File: src/hw/rtl/spi_pkg.sv
// ----------------------------------------------------------------------------
// spi_pkg: shared types and constants for the servo pose interpolator
// Status codes, delay constants, lane control struct and the clamp helper.
// ----------------------------------------------------------------------------
package spi_pkg;

	localparam int unsigned NumAxes = 3;
	localparam int unsigned AngW    = 8;
	localparam int unsigned TgtW    = 10;
	localparam int unsigned DlyW    = 6;
	localparam int unsigned StatW   = 3;
	localparam int unsigned NumW    = 16;   // divider dividend / quotient width
	localparam int unsigned DenW    = 8;    // divider divisor width

	localparam logic [DlyW-1:0] DelaySlow  = 6'd35;
	localparam logic [DlyW-1:0] DelayFast  = 6'd6;
	localparam logic [NumW-1:0] DelaySpan  = 16'd29;
	localparam logic [AngW-1:0] NeutralAng = 8'd90;

	// result status codes
	localparam logic [StatW-1:0] StatIdle     = 3'd0;
	localparam logic [StatW-1:0] StatAccepted = 3'd1;
	localparam logic [StatW-1:0] StatRejected = 3'd2;
	localparam logic [StatW-1:0] StatStepping = 3'd3;
	localparam logic [StatW-1:0] StatDone     = 3'd4;
	localparam logic [StatW-1:0] StatAborted  = 3'd5;

	// opcodes
	localparam logic OpMove = 1'b0;
	localparam logic OpTick = 1'b1;

	// configuration register indexes
	localparam logic [2:0] RegShoulderMin = 3'd0;
	localparam logic [2:0] RegShoulderMax = 3'd1;
	localparam logic [2:0] RegElbowMin    = 3'd2;
	localparam logic [2:0] RegElbowMax    = 3'd3;
	localparam logic [2:0] RegWristMin    = 3'd4;
	localparam logic [2:0] RegWristMax    = 3'd5;
	localparam logic [2:0] RegSpeedMin    = 3'd6;
	localparam logic [2:0] RegSpeedMax    = 3'd7;

	// per-lane control strobes from the sequencer
	typedef struct packed {
		logic move;       // latch clamped goal, snapshot start, compute distance
		logic mul;        // form |goal - start| * step index
		logic div_start;  // launch the divide by step total
		logic commit;     // write the interpolated angle
	} lane_ctl_t;

	// clamp: below lo gives lo, otherwise above hi gives hi
	function automatic logic [AngW-1:0] clamp_lo_first(
		input logic signed [TgtW-1:0] x,
		input logic [AngW-1:0] lo,
		input logic [AngW-1:0] hi
	);
		logic signed [TgtW:0] xe;
		logic signed [TgtW:0] loe;
		logic signed [TgtW:0] hie;
		xe  = {x[TgtW-1], x};
		loe = $signed({3'b000, lo});
		hie = $signed({3'b000, hi});
		if (xe < loe) begin
			return lo;
		end else if (xe > hie) begin
			return hi;
		end else begin
			return x[AngW-1:0];
		end
	endfunction

endpackage

File: src/hw/rtl/spi_div.sv
// ----------------------------------------------------------------------------
// spi_div: radix-2 restoring divider
// Unsigned 16-bit by 8-bit divide, one quotient bit per cycle.
// ----------------------------------------------------------------------------
module spi_div (
	input  logic                       clk,
	input  logic                       arst_n,
	input  logic                       start,
	input  logic [spi_pkg::NumW-1:0]   dividend,
	input  logic [spi_pkg::DenW-1:0]   divisor,
	output logic [spi_pkg::NumW-1:0]   quotient,
	output logic                       done
);

	logic [spi_pkg::NumW-1:0] dq_q;
	logic [spi_pkg::DenW-1:0] rem_q;
	logic [spi_pkg::DenW-1:0] den_q;
	logic [4:0]               cnt_q;
	logic                     done_q;

	logic [spi_pkg::DenW:0]   rem_sh;
	logic                     ge;
	logic [spi_pkg::DenW:0]   rem_nxt;

	// one shift-subtract step
	always_comb begin
		rem_sh  = {rem_q, dq_q[spi_pkg::NumW-1]};
		ge      = rem_sh >= {1'b0, den_q};
		rem_nxt = ge ? (rem_sh - {1'b0, den_q}) : rem_sh;
	end

	// iteration control
	always_ff @(posedge clk or negedge arst_n) begin
		if (!arst_n) begin
			cnt_q  <= '0;
			done_q <= 1'b0;
		end else begin
			done_q <= (cnt_q == 5'd1);
			if (start) begin
				cnt_q <= 5'(spi_pkg::NumW);
			end else if (cnt_q != '0) begin
				cnt_q <= cnt_q - 5'd1;
			end
		end
	end

	// datapath
	always_ff @(posedge clk) begin
		if (start) begin
			dq_q  <= dividend;
			rem_q <= '0;
			den_q <= divisor;
		end else if (cnt_q != '0) begin
			dq_q  <= {dq_q[spi_pkg::NumW-2:0], ge};
			rem_q <= rem_nxt[spi_pkg::DenW-1:0];
		end
	end

	assign quotient = dq_q;
	assign done     = done_q;

endmodule

File: src/hw/rtl/spi_lane.sv
// ----------------------------------------------------------------------------
// spi_lane: one axis of the interpolator
// Holds start, goal and current angle; clamps a new target, reports the
// axis distance and computes start + (goal - start) * idx / total.
// ----------------------------------------------------------------------------
module spi_lane (
	input  logic                               clk,
	input  logic                               arst_n,
	input  spi_pkg::lane_ctl_t                 ctl,
	input  logic signed [spi_pkg::TgtW-1:0]    target,
	input  logic [spi_pkg::AngW-1:0]           lim_lo,
	input  logic [spi_pkg::AngW-1:0]           lim_hi,
	input  logic [spi_pkg::AngW-1:0]           step_idx,
	input  logic [spi_pkg::AngW-1:0]           step_total,
	output logic [spi_pkg::AngW-1:0]           span,
	output logic [spi_pkg::AngW-1:0]           pose,
	output logic                               done
);

	logic [spi_pkg::AngW-1:0] goal_q;
	logic [spi_pkg::AngW-1:0] start_q;
	logic [spi_pkg::AngW-1:0] cur_q;
	logic [spi_pkg::AngW-1:0] dist_q;
	logic                     neg_q;
	logic [spi_pkg::NumW-1:0] prod_s1;

	logic [spi_pkg::AngW-1:0] goal_c;
	logic [spi_pkg::AngW-1:0] mag_c;
	logic [spi_pkg::NumW-1:0] quo;
	logic                     div_done;

	assign goal_c = spi_pkg::clamp_lo_first(target, lim_lo, lim_hi);
	assign mag_c  = (goal_q < start_q) ? (start_q - goal_q) : (goal_q - start_q);

	// pose state
	always_ff @(posedge clk or negedge arst_n) begin
		if (!arst_n) begin
			goal_q  <= spi_pkg::NeutralAng;
			start_q <= spi_pkg::NeutralAng;
			cur_q   <= spi_pkg::NeutralAng;
		end else begin
			if (ctl.move) begin
				goal_q  <= goal_c;
				start_q <= cur_q;
			end
			if (ctl.commit) begin
				cur_q <= neg_q ? (start_q - quo[spi_pkg::AngW-1:0])
				               : (start_q + quo[spi_pkg::AngW-1:0]);
			end
		end
	end

	// distance and product
	always_ff @(posedge clk) begin
		if (ctl.move) begin
			dist_q <= (goal_c < cur_q) ? (cur_q - goal_c) : (goal_c - cur_q);
		end
		if (ctl.mul) begin
			neg_q   <= goal_q < start_q;
			prod_s1 <= 16'(mag_c) * 16'(step_idx);
		end
	end

	spi_div u_div (
		.clk      (clk),
		.arst_n   (arst_n),
		.start    (ctl.div_start),
		.dividend (prod_s1),
		.divisor  (step_total),
		.quotient (quo),
		.done     (div_done)
	);

	assign span = dist_q;
	assign pose = cur_q;
	assign done = div_done;

endmodule

File: src/hw/rtl/servo_pose_interpolator.sv
// ----------------------------------------------------------------------------
// servo_pose_interpolator: three-axis linear pose interpolator
// Move commands set a clamped goal; ticks step all axes along a line.
// ----------------------------------------------------------------------------
// Usage:
//   Input beats arrive on s_tvalid/s_tready; s_tuser carries the opcode
//   (move or tick). Each input beat yields exactly one output beat on
//   m_tvalid/m_tready with the current pose, a status code and the step
//   delay. Limits and speed range are written on cfg_we/cfg_index/cfg_data.
//   One beat is processed at a time. A tick that steps passes through
//   decode, divide start and divide wait, the wait set by the restoring
//   divide that each of the three axis lanes runs in parallel. A move passes
//   through decode and merge, and through the speed map's divide when needed.
//   Rejects, aborts and idle ticks go from decode straight to the output
//   state. The next beat is taken once the sequencer is back in idle.
//   A result sits in the output register until taken; the next input beat
//   is accepted meanwhile, and its result waits until the register frees.
//   Reset puts every axis at 90 degrees, idle, with a 35 ms step delay and
//   the configuration registers at their defaults.
// ----------------------------------------------------------------------------
module servo_pose_interpolator (
	input  logic        clk,
	input  logic        arst_n,
	// input stream
	input  logic        s_tvalid,
	output logic        s_tready,
	// [9:0] target_shoulder, [19:10] target_elbow, [29:20] target_wrist,
	// [37:30] speed, [38] estop, [39] zero
	input  logic [39:0] s_tdata,
	// [0] opcode
	input  logic [0:0]  s_tuser,
	// result stream
	output logic        m_tvalid,
	input  logic        m_tready,
	// [7:0] shoulder_angle, [15:8] elbow_angle, [23:16] wrist_angle,
	// [26:24] status, [32:27] step_delay_ms, [39:33] zero
	output logic [39:0] m_tdata,
	// configuration
	input  logic        cfg_we,
	input  logic [2:0]  cfg_index,
	input  logic [7:0]  cfg_data
);

	localparam logic [2:0] S_IDLE  = 3'd0;
	localparam logic [2:0] S_DEC   = 3'd1;
	localparam logic [2:0] S_MERGE = 3'd2;
	localparam logic [2:0] S_DLYW  = 3'd3;
	localparam logic [2:0] S_DIVS  = 3'd4;
	localparam logic [2:0] S_DIVW  = 3'd5;
	localparam logic [2:0] S_OUT   = 3'd6;

	logic [2:0] state_q;

	// configuration registers
	logic [7:0] cfg_q [8];

	always_ff @(posedge clk or negedge arst_n) begin
		if (!arst_n) begin
			cfg_q[spi_pkg::RegShoulderMin] <= 8'd0;
			cfg_q[spi_pkg::RegShoulderMax] <= 8'd180;
			cfg_q[spi_pkg::RegElbowMin]    <= 8'd0;
			cfg_q[spi_pkg::RegElbowMax]    <= 8'd180;
			cfg_q[spi_pkg::RegWristMin]    <= 8'd0;
			cfg_q[spi_pkg::RegWristMax]    <= 8'd180;
			cfg_q[spi_pkg::RegSpeedMin]    <= 8'd1;
			cfg_q[spi_pkg::RegSpeedMax]    <= 8'd100;
		end else if (cfg_we) begin
			cfg_q[cfg_index] <= cfg_data;
		end
	end

	// latched input beat
	logic                               op_q;
	logic                               estop_q;
	logic [7:0]                         spd_q;
	logic signed [spi_pkg::TgtW-1:0]    tgt_q [spi_pkg::NumAxes];

	wire in_beat = s_tvalid && s_tready;

	always_ff @(posedge clk) begin
		if (in_beat) begin
			op_q     <= s_tuser[0];
			tgt_q[0] <= s_tdata[9:0];
			tgt_q[1] <= s_tdata[19:10];
			tgt_q[2] <= s_tdata[29:20];
			spd_q    <= s_tdata[37:30];
			estop_q  <= s_tdata[38];
		end
	end

	// motion state
	logic                        moving_q;
	logic [7:0]                  idx_q;
	logic [7:0]                  total_q;
	logic [spi_pkg::DlyW-1:0]    held_q;
	logic [spi_pkg::StatW-1:0]   stat_q;
	logic [7:0]                  idx_nxt;

	assign idx_nxt = idx_q + 8'd1;

	// lanes
	spi_pkg::lane_ctl_t          lane_ctl;
	logic [7:0]                  lane_dist [spi_pkg::NumAxes];
	logic [7:0]                  lane_pose [spi_pkg::NumAxes];
	logic [spi_pkg::NumAxes-1:0] lane_done;

	for (genvar i = 0; i < spi_pkg::NumAxes; i++) begin : g_lane
		spi_lane u_lane (
			.clk        (clk),
			.arst_n     (arst_n),
			.ctl        (lane_ctl),
			.target     (tgt_q[i]),
			.lim_lo     (cfg_q[2*i]),
			.lim_hi     (cfg_q[2*i+1]),
			.step_idx   (idx_nxt),
			.step_total (total_q),
			.span       (lane_dist[i]),
			.pose       (lane_pose[i]),
			.done       (lane_done[i])
		);
	end

	// merge: largest axis distance, at least one step
	logic [7:0] dmax01;
	logic [7:0] dmax;
	logic [7:0] total_c;

	always_comb begin
		dmax01  = (lane_dist[0] > lane_dist[1]) ? lane_dist[0] : lane_dist[1];
		dmax    = (dmax01 > lane_dist[2]) ? dmax01 : lane_dist[2];
		total_c = (dmax == '0) ? 8'd1 : dmax;
	end

	// speed map operands
	logic [7:0]                  smin;
	logic [7:0]                  smax;
	logic [7:0]                  spd_c;
	logic [spi_pkg::NumW-1:0]    dly_num;
	logic [spi_pkg::NumW-1:0]    dly_quo;
	logic                        dly_done;
	logic                        dly_start;

	always_comb begin
		smin    = cfg_q[spi_pkg::RegSpeedMin];
		smax    = cfg_q[spi_pkg::RegSpeedMax];
		spd_c   = spi_pkg::clamp_lo_first({2'b00, spd_q}, smin, smax);
		dly_num = 16'(spd_c - smin) * spi_pkg::DelaySpan;
	end

	spi_div u_dly_div (
		.clk      (clk),
		.arst_n   (arst_n),
		.start    (dly_start),
		.dividend (dly_num),
		.divisor  (smax - smin),
		.quotient (dly_quo),
		.done     (dly_done)
	);

	// sequencer strobes
	always_comb begin
		lane_ctl           = '0;
		dly_start          = 1'b0;
		lane_ctl.move      = (state_q == S_DEC) && (op_q == spi_pkg::OpMove) && !estop_q;
		lane_ctl.mul       = (state_q == S_DEC) && (op_q == spi_pkg::OpTick)
		                     && moving_q && !estop_q;
		lane_ctl.div_start = (state_q == S_DIVS);
		lane_ctl.commit    = (state_q == S_DIVW) && lane_done[0];
		dly_start          = (state_q == S_MERGE) && (smin < smax);
	end

	// output register
	logic        out_valid_q;
	logic [39:0] out_data_q;
	wire         out_free = !out_valid_q || m_tready;

	// output valid: set when a result is registered, cleared when taken
	always_ff @(posedge clk or negedge arst_n) begin
		if (!arst_n) begin
			out_valid_q <= 1'b0;
		end else if (state_q == S_OUT && out_free) begin
			out_valid_q <= 1'b1;
		end else if (m_tready) begin
			out_valid_q <= 1'b0;
		end
	end

	// sequencer
	always_ff @(posedge clk or negedge arst_n) begin
		if (!arst_n) begin
			state_q     <= S_IDLE;
			moving_q    <= 1'b0;
			idx_q       <= '0;
			total_q     <= 8'd1;
			held_q      <= spi_pkg::DelaySlow;
			stat_q      <= spi_pkg::StatIdle;
		end else begin
			unique case (state_q)
				S_IDLE: begin
					if (in_beat) begin
						state_q <= S_DEC;
					end
				end
				S_DEC: begin
					if (op_q == spi_pkg::OpMove) begin
						if (estop_q) begin
							moving_q <= 1'b0;
							stat_q   <= spi_pkg::StatRejected;
							state_q  <= S_OUT;
						end else begin
							state_q <= S_MERGE;
						end
					end else if (!moving_q) begin
						stat_q  <= spi_pkg::StatIdle;
						state_q <= S_OUT;
					end else if (estop_q) begin
						moving_q <= 1'b0;
						stat_q   <= spi_pkg::StatAborted;
						state_q  <= S_OUT;
					end else begin
						idx_q   <= idx_nxt;
						state_q <= S_DIVS;
					end
				end
				S_MERGE: begin
					total_q  <= total_c;
					idx_q    <= '0;
					moving_q <= 1'b1;
					stat_q   <= spi_pkg::StatAccepted;
					if (smin == smax) begin
						held_q  <= spi_pkg::DelaySlow;
						state_q <= S_OUT;
					end else if (smin > smax) begin
						// inverted range: clamp lands on an end point
						held_q  <= (spd_q < smin) ? spi_pkg::DelaySlow : spi_pkg::DelayFast;
						state_q <= S_OUT;
					end else begin
						state_q <= S_DLYW;
					end
				end
				S_DLYW: begin
					if (dly_done) begin
						held_q  <= spi_pkg::DelaySlow - dly_quo[spi_pkg::DlyW-1:0];
						state_q <= S_OUT;
					end
				end
				S_DIVS: begin
					state_q <= S_DIVW;
				end
				S_DIVW: begin
					if (lane_done[0]) begin
						if (idx_q >= total_q) begin
							moving_q <= 1'b0;
							stat_q   <= spi_pkg::StatDone;
						end else begin
							stat_q <= spi_pkg::StatStepping;
						end
						state_q <= S_OUT;
					end
				end
				S_OUT: begin
					if (out_free) begin
						state_q <= S_IDLE;
					end
				end
				default: begin
					state_q <= S_IDLE;
				end
			endcase
		end
	end

	// result payload
	always_ff @(posedge clk) begin
		if (state_q == S_OUT && out_free) begin
			out_data_q <= {7'b0, held_q, stat_q, lane_pose[2], lane_pose[1], lane_pose[0]};
		end
	end

	assign s_tready = (state_q == S_IDLE);
	assign m_tvalid = out_valid_q;
	assign m_tdata  = out_data_q;

	// checks
	a_lanes_lockstep: assert property (@(posedge clk) disable iff (!arst_n)
		lane_done == 3'b000 || lane_done == 3'b111)
		else $error("axis lanes finished out of step");

	a_step_in_range: assert property (@(posedge clk) disable iff (!arst_n)
		moving_q |-> (idx_q <= total_q))
		else $error("moving with step index past step total");

	a_total_nonzero: assert property (@(posedge clk) disable iff (!arst_n)
		total_q != 8'd0)
		else $error("step total is zero");

	a_one_at_a_time: assert property (@(posedge clk) disable iff (!arst_n)
		in_beat |=> !s_tready)
		else $error("second beat taken while one is in flight");

	a_status_code: assert property (@(posedge clk) disable iff (!arst_n)
		m_tvalid |-> (m_tdata[26:24] <= spi_pkg::StatAborted))
		else $error("result status out of range");

endmodule

File: config.mk
export PLATFORM = sky130hd
export DESIGN_NAME = servo_pose_interpolator
export DESIGN_NICKNAME = d
export VERILOG_FILES = /design/src/hw/rtl/spi_pkg.sv /design/src/hw/rtl/spi_div.sv /design/src/hw/rtl/spi_lane.sv /design/src/hw/rtl/servo_pose_interpolator.sv
export SDC_FILE = /design/constraint.sdc
export NUM_CORES = 2
export LEC_CHECK = 0
export BUFFER_PORTS_ARGS = -buffer_cell sky130_fd_sc_hd__clkbuf_2
export CAP_MARGIN = 15
export CORE_MARGIN = 4
export CORE_UTILIZATION = 35
export DETAILED_ROUTE_END_ITERATION = 10
export PLACE_DENSITY = 0.52
export SYNTH_ARGS = -nofsm -noshare
export SYNTH_HDL_FRONTEND = slang
export SYNTH_SLANG_ARGS = --single-unit
File: constraint.sdc
create_clock -name clk -period 15.8 [get_ports clk]
set_clock_uncertainty 0.05 [all_clocks]
set_input_delay 4.74 -clock clk [delete_from_list [all_inputs] [get_ports clk]]
set_output_delay 4.74 -clock clk [all_outputs]
set_load 0.02 [all_outputs]
==> results.toml <==
[status]
status = "completed"

[sta]
drv_slew = 0
setup_viol = 0
fmax_ghz = 0.126
setup-tns-final_ps = 0
fin_crit_ps = 7930
slew_headroom = 0.331
holdWs_ps = 396
fin_crit_sh = 0.502
rsz0062_at_grt = "no"
final_hold_viol_count = 0
worst_pin_slew_ps = 1000

[critical_path]
arrival_ps = 8230
path_cells = "inv_1 > fa_1 > a21o_1 > a21o_1 > a21oi_1 > o21ai_1 > o21ai_1 > mux2i_1 > xnor2_1 > nand2_1 > fa_1 > inv_1 > fa_1 > fa_1 > fa_1 > ha_1 > or2_2 > a21oi_1 > a21oi_1 > and4_1 > a2111oi_1 > a21oi_1 > xnor2_1"
crit_path_top_delay_cell = "xnor2_1"
crit_path_end_kind = "flip-flop"
cp_top_family = "adder cells"
critPathMaxStageDelay_ps = 690
cp_common_cell = "fa_1"
crit_fanout = 9
worstReg2RegEnd = "g_lane[2].u_lane.prod_s1[15]"
ff2ff_path_depth = 23
critPathLaunchType = "flip-flop"
regToRegStartpoint = "g_lane[2].u_lane.start_q[1]"
reg2reg_slack_ps = 7870
critPathBufInv = 2
critical_path_class = "flip-flop to flip-flop"
cp.required_ps = 16100

[detailed_routing]
drt_pass1_iterations = 7
vias_per_cell = 4.84
wire_per_inst_um = 16.2
routed_wl_um = 78100
drt_iter0_drc = 1067
drc = 0
ant_nets = 0
num_vias = 23300

[place]
gp_congestion = 0.822
io_buffers = 90
place.detailed.hpwl_um = 59000
postPlaceCellArea_mm2 = 0.0356

[yosys]
synth.distinct_cells = 84
synth_ff_type = "edfxtp_1"
synth_edf_count = 228
ys_warn_count = 0
yosys_register_bits = 448
syn_area_mm2 = 0.0336
synthArstFlopShare = 0.420
syn_avg_cell_area_um2 = 9.82
synthCells = 3428
yosysSeqAreaShare = 0.364

[finish]
diodes = 0
multi_input_area_mm2 = 0.0192
final_util = 0.393
ff_latch_area_mm2 = 0.0123
drive_gt1_frac = 0.108
layout_common_cells = "456 x inv_1, 393 x ha_1, 389 x nand2_1"
final_common_cell = "inv_1"
synthToLayoutAreaGrowth_pct = 11.0
stdcell_area_mm2 = 0.0374
n_fill_cell = 9463
final_nets = 4109

[global_route]
grt_pass1_vias = 23500
use_met2 = 0.253
track_usage = 0.154
grt_max_degree = 92
met3_usage = 0.0201
grt_busiest_layer = "met2"
antenna_found_initial = 2
globalRouteOverflowTotal = 0
grt_first_pass_wirelength_um = 128000
use_met1 = 0.219

[cts]
clkLatencyLatePin_ps = 630
htreeDepth = 2
cts.hold.buffers_added = 0
cts_tree = "yes"
cts.sinks = 448
cts_max_path_buffers = 3
cts_root_buf = "clkbuf_16"
post-cts-setup-buffers = 0
cts.clk_slew.worst_paths_ps = 70
cts_resized = 0
numCtsBuffers = 54

[floorplanning]
core_mm2 = 0.0952
start_util = 0.354
die_h_um = 318
die_w_um = 318
die_area_mm2 = 0.101
num_io_pins = 99
rows = 113

[run]
cap_violations = 0

[hold_path]
hold_start = "held_q[3]"
hold_path_end = "m_tdata[30]"
min_path_cells = 0
worstHoldPathType = "flip-flop to flip-flop"
## sequential cells by signal (all words and copies together), names as in the netlist, 15 cells and up
| register | count |
|---|---|
| cfg_q | 48 |
| g_lane.u_lane.prod_s1 | 48 |
| g_lane.u_lane.u_div.quotient | 48 |
| m_tdata | 33 |
| tgt_q | 30 |
| g_lane.u_lane.goal_q | 24 |
| g_lane.u_lane.pose | 24 |
| g_lane.u_lane.span | 24 |
| g_lane.u_lane.start_q | 24 |
| g_lane.u_lane.u_div.rem_q | 24 |
| u_dly_div.quotient | 16 |
| g_lane.u_lane.u_div.cnt_q | 15 |
## layout make-up
cell class | instances | area share
multi-input cells | 2425 | 0.515
flip-flops and latches | 448 | 0.328
inverters | 458 | 0.0460
well taps | 1265 | 0.0424
clock buffers | 69 | 0.0393
repair buffers | 128 | 0.0199
clock inverters | 33 | 0.00914
## metrics by stage
step,setup slack (ps),instances
4_1_cts,7880,4826
6_report,7870,4826
3_5_place_dp,7970,4724
3_3_place_gp,8020,4724
5_1_grt,7510,4826
2_1_floorplan,8200,3434
## cell usage after synthesis, types with 11 or more instances
library cell | count | area (µm²)
a21o_1 | 57 | 428
a211oi_1 | 12 | 90.1
dfrtp_1 | 132 | 3300
o21a_1 | 30 | 225
or3_1 | 11 | 68.8
nand2_1 | 389 | 1460
mux2_2 | 78 | 878
clkbuf_1 | 74 | 278
nand3_1 | 25 | 125
dfstp_2 | 56 | 1470
o31ai_1 | 11 | 82.6
xnor2_1 | 117 | 1020
a31oi_1 | 15 | 93.8
edfxtp_1 | 228 | 6850
ha_1 | 393 | 4920
fa_1 | 144 | 2880
a21boi_0 | 14 | 105
o21ai_1 | 32 | 160
dfxtp_1 | 32 | 641
o211ai_1 | 18 | 135
a21oi_1 | 152 | 761
buf_2 | 11 | 55.1
nor3_1 | 35 | 175
inv_1 | 458 | 1720
mux2i_1 | 93 | 931
nor2b_1 | 53 | 332
nor2_1 | 223 | 837
o21ai_0 | 220 | 1100
and2_1 | 33 | 206
nand4_1 | 24 | 150
xor2_1 | 46 | 403
nand2b_1 | 41 | 257
## layer usage
metal | up-vias | share of wire
li1 | 11800 | -
met1 | 11200 | 0.49
met2 | 315 | 0.45
met3 | 74 | 0.039
met4 | 0 | 0.018
met5 | - | 0
## worst max-delay path by stage
stage,slack [ps],endpoint,depth (start not counted),startpoint
floorplan,8200,m_tdata[0],2,m_tready
global placement,8020,g_lane[2].u_lane.prod_s1[15],23,g_lane[2].u_lane.start_q[1]
detailed placement,7970,g_lane[2].u_lane.prod_s1[15],23,g_lane[2].u_lane.start_q[1]
CTS,7880,g_lane[2].u_lane.prod_s1[15],23,g_lane[2].u_lane.start_q[1]
global route,7510,g_lane[2].u_lane.prod_s1[15],23,g_lane[2].u_lane.start_q[1]
finish,7870,g_lane[2].u_lane.prod_s1[15],23,g_lane[2].u_lane.start_q[1]
## logic make-up after synthesis
logic type,share of synthesized area
simple gates,0.119
compound gates,0.117
flops,0.364
xor+xnor,0.0453
other cells,0.000111
mux,0.0580
fa+ha+maj,0.232
buf+inv,0.0646
Power is not shown: default switching activity piles up to over one toggle a cycle in this logic, so the estimate is an artifact.
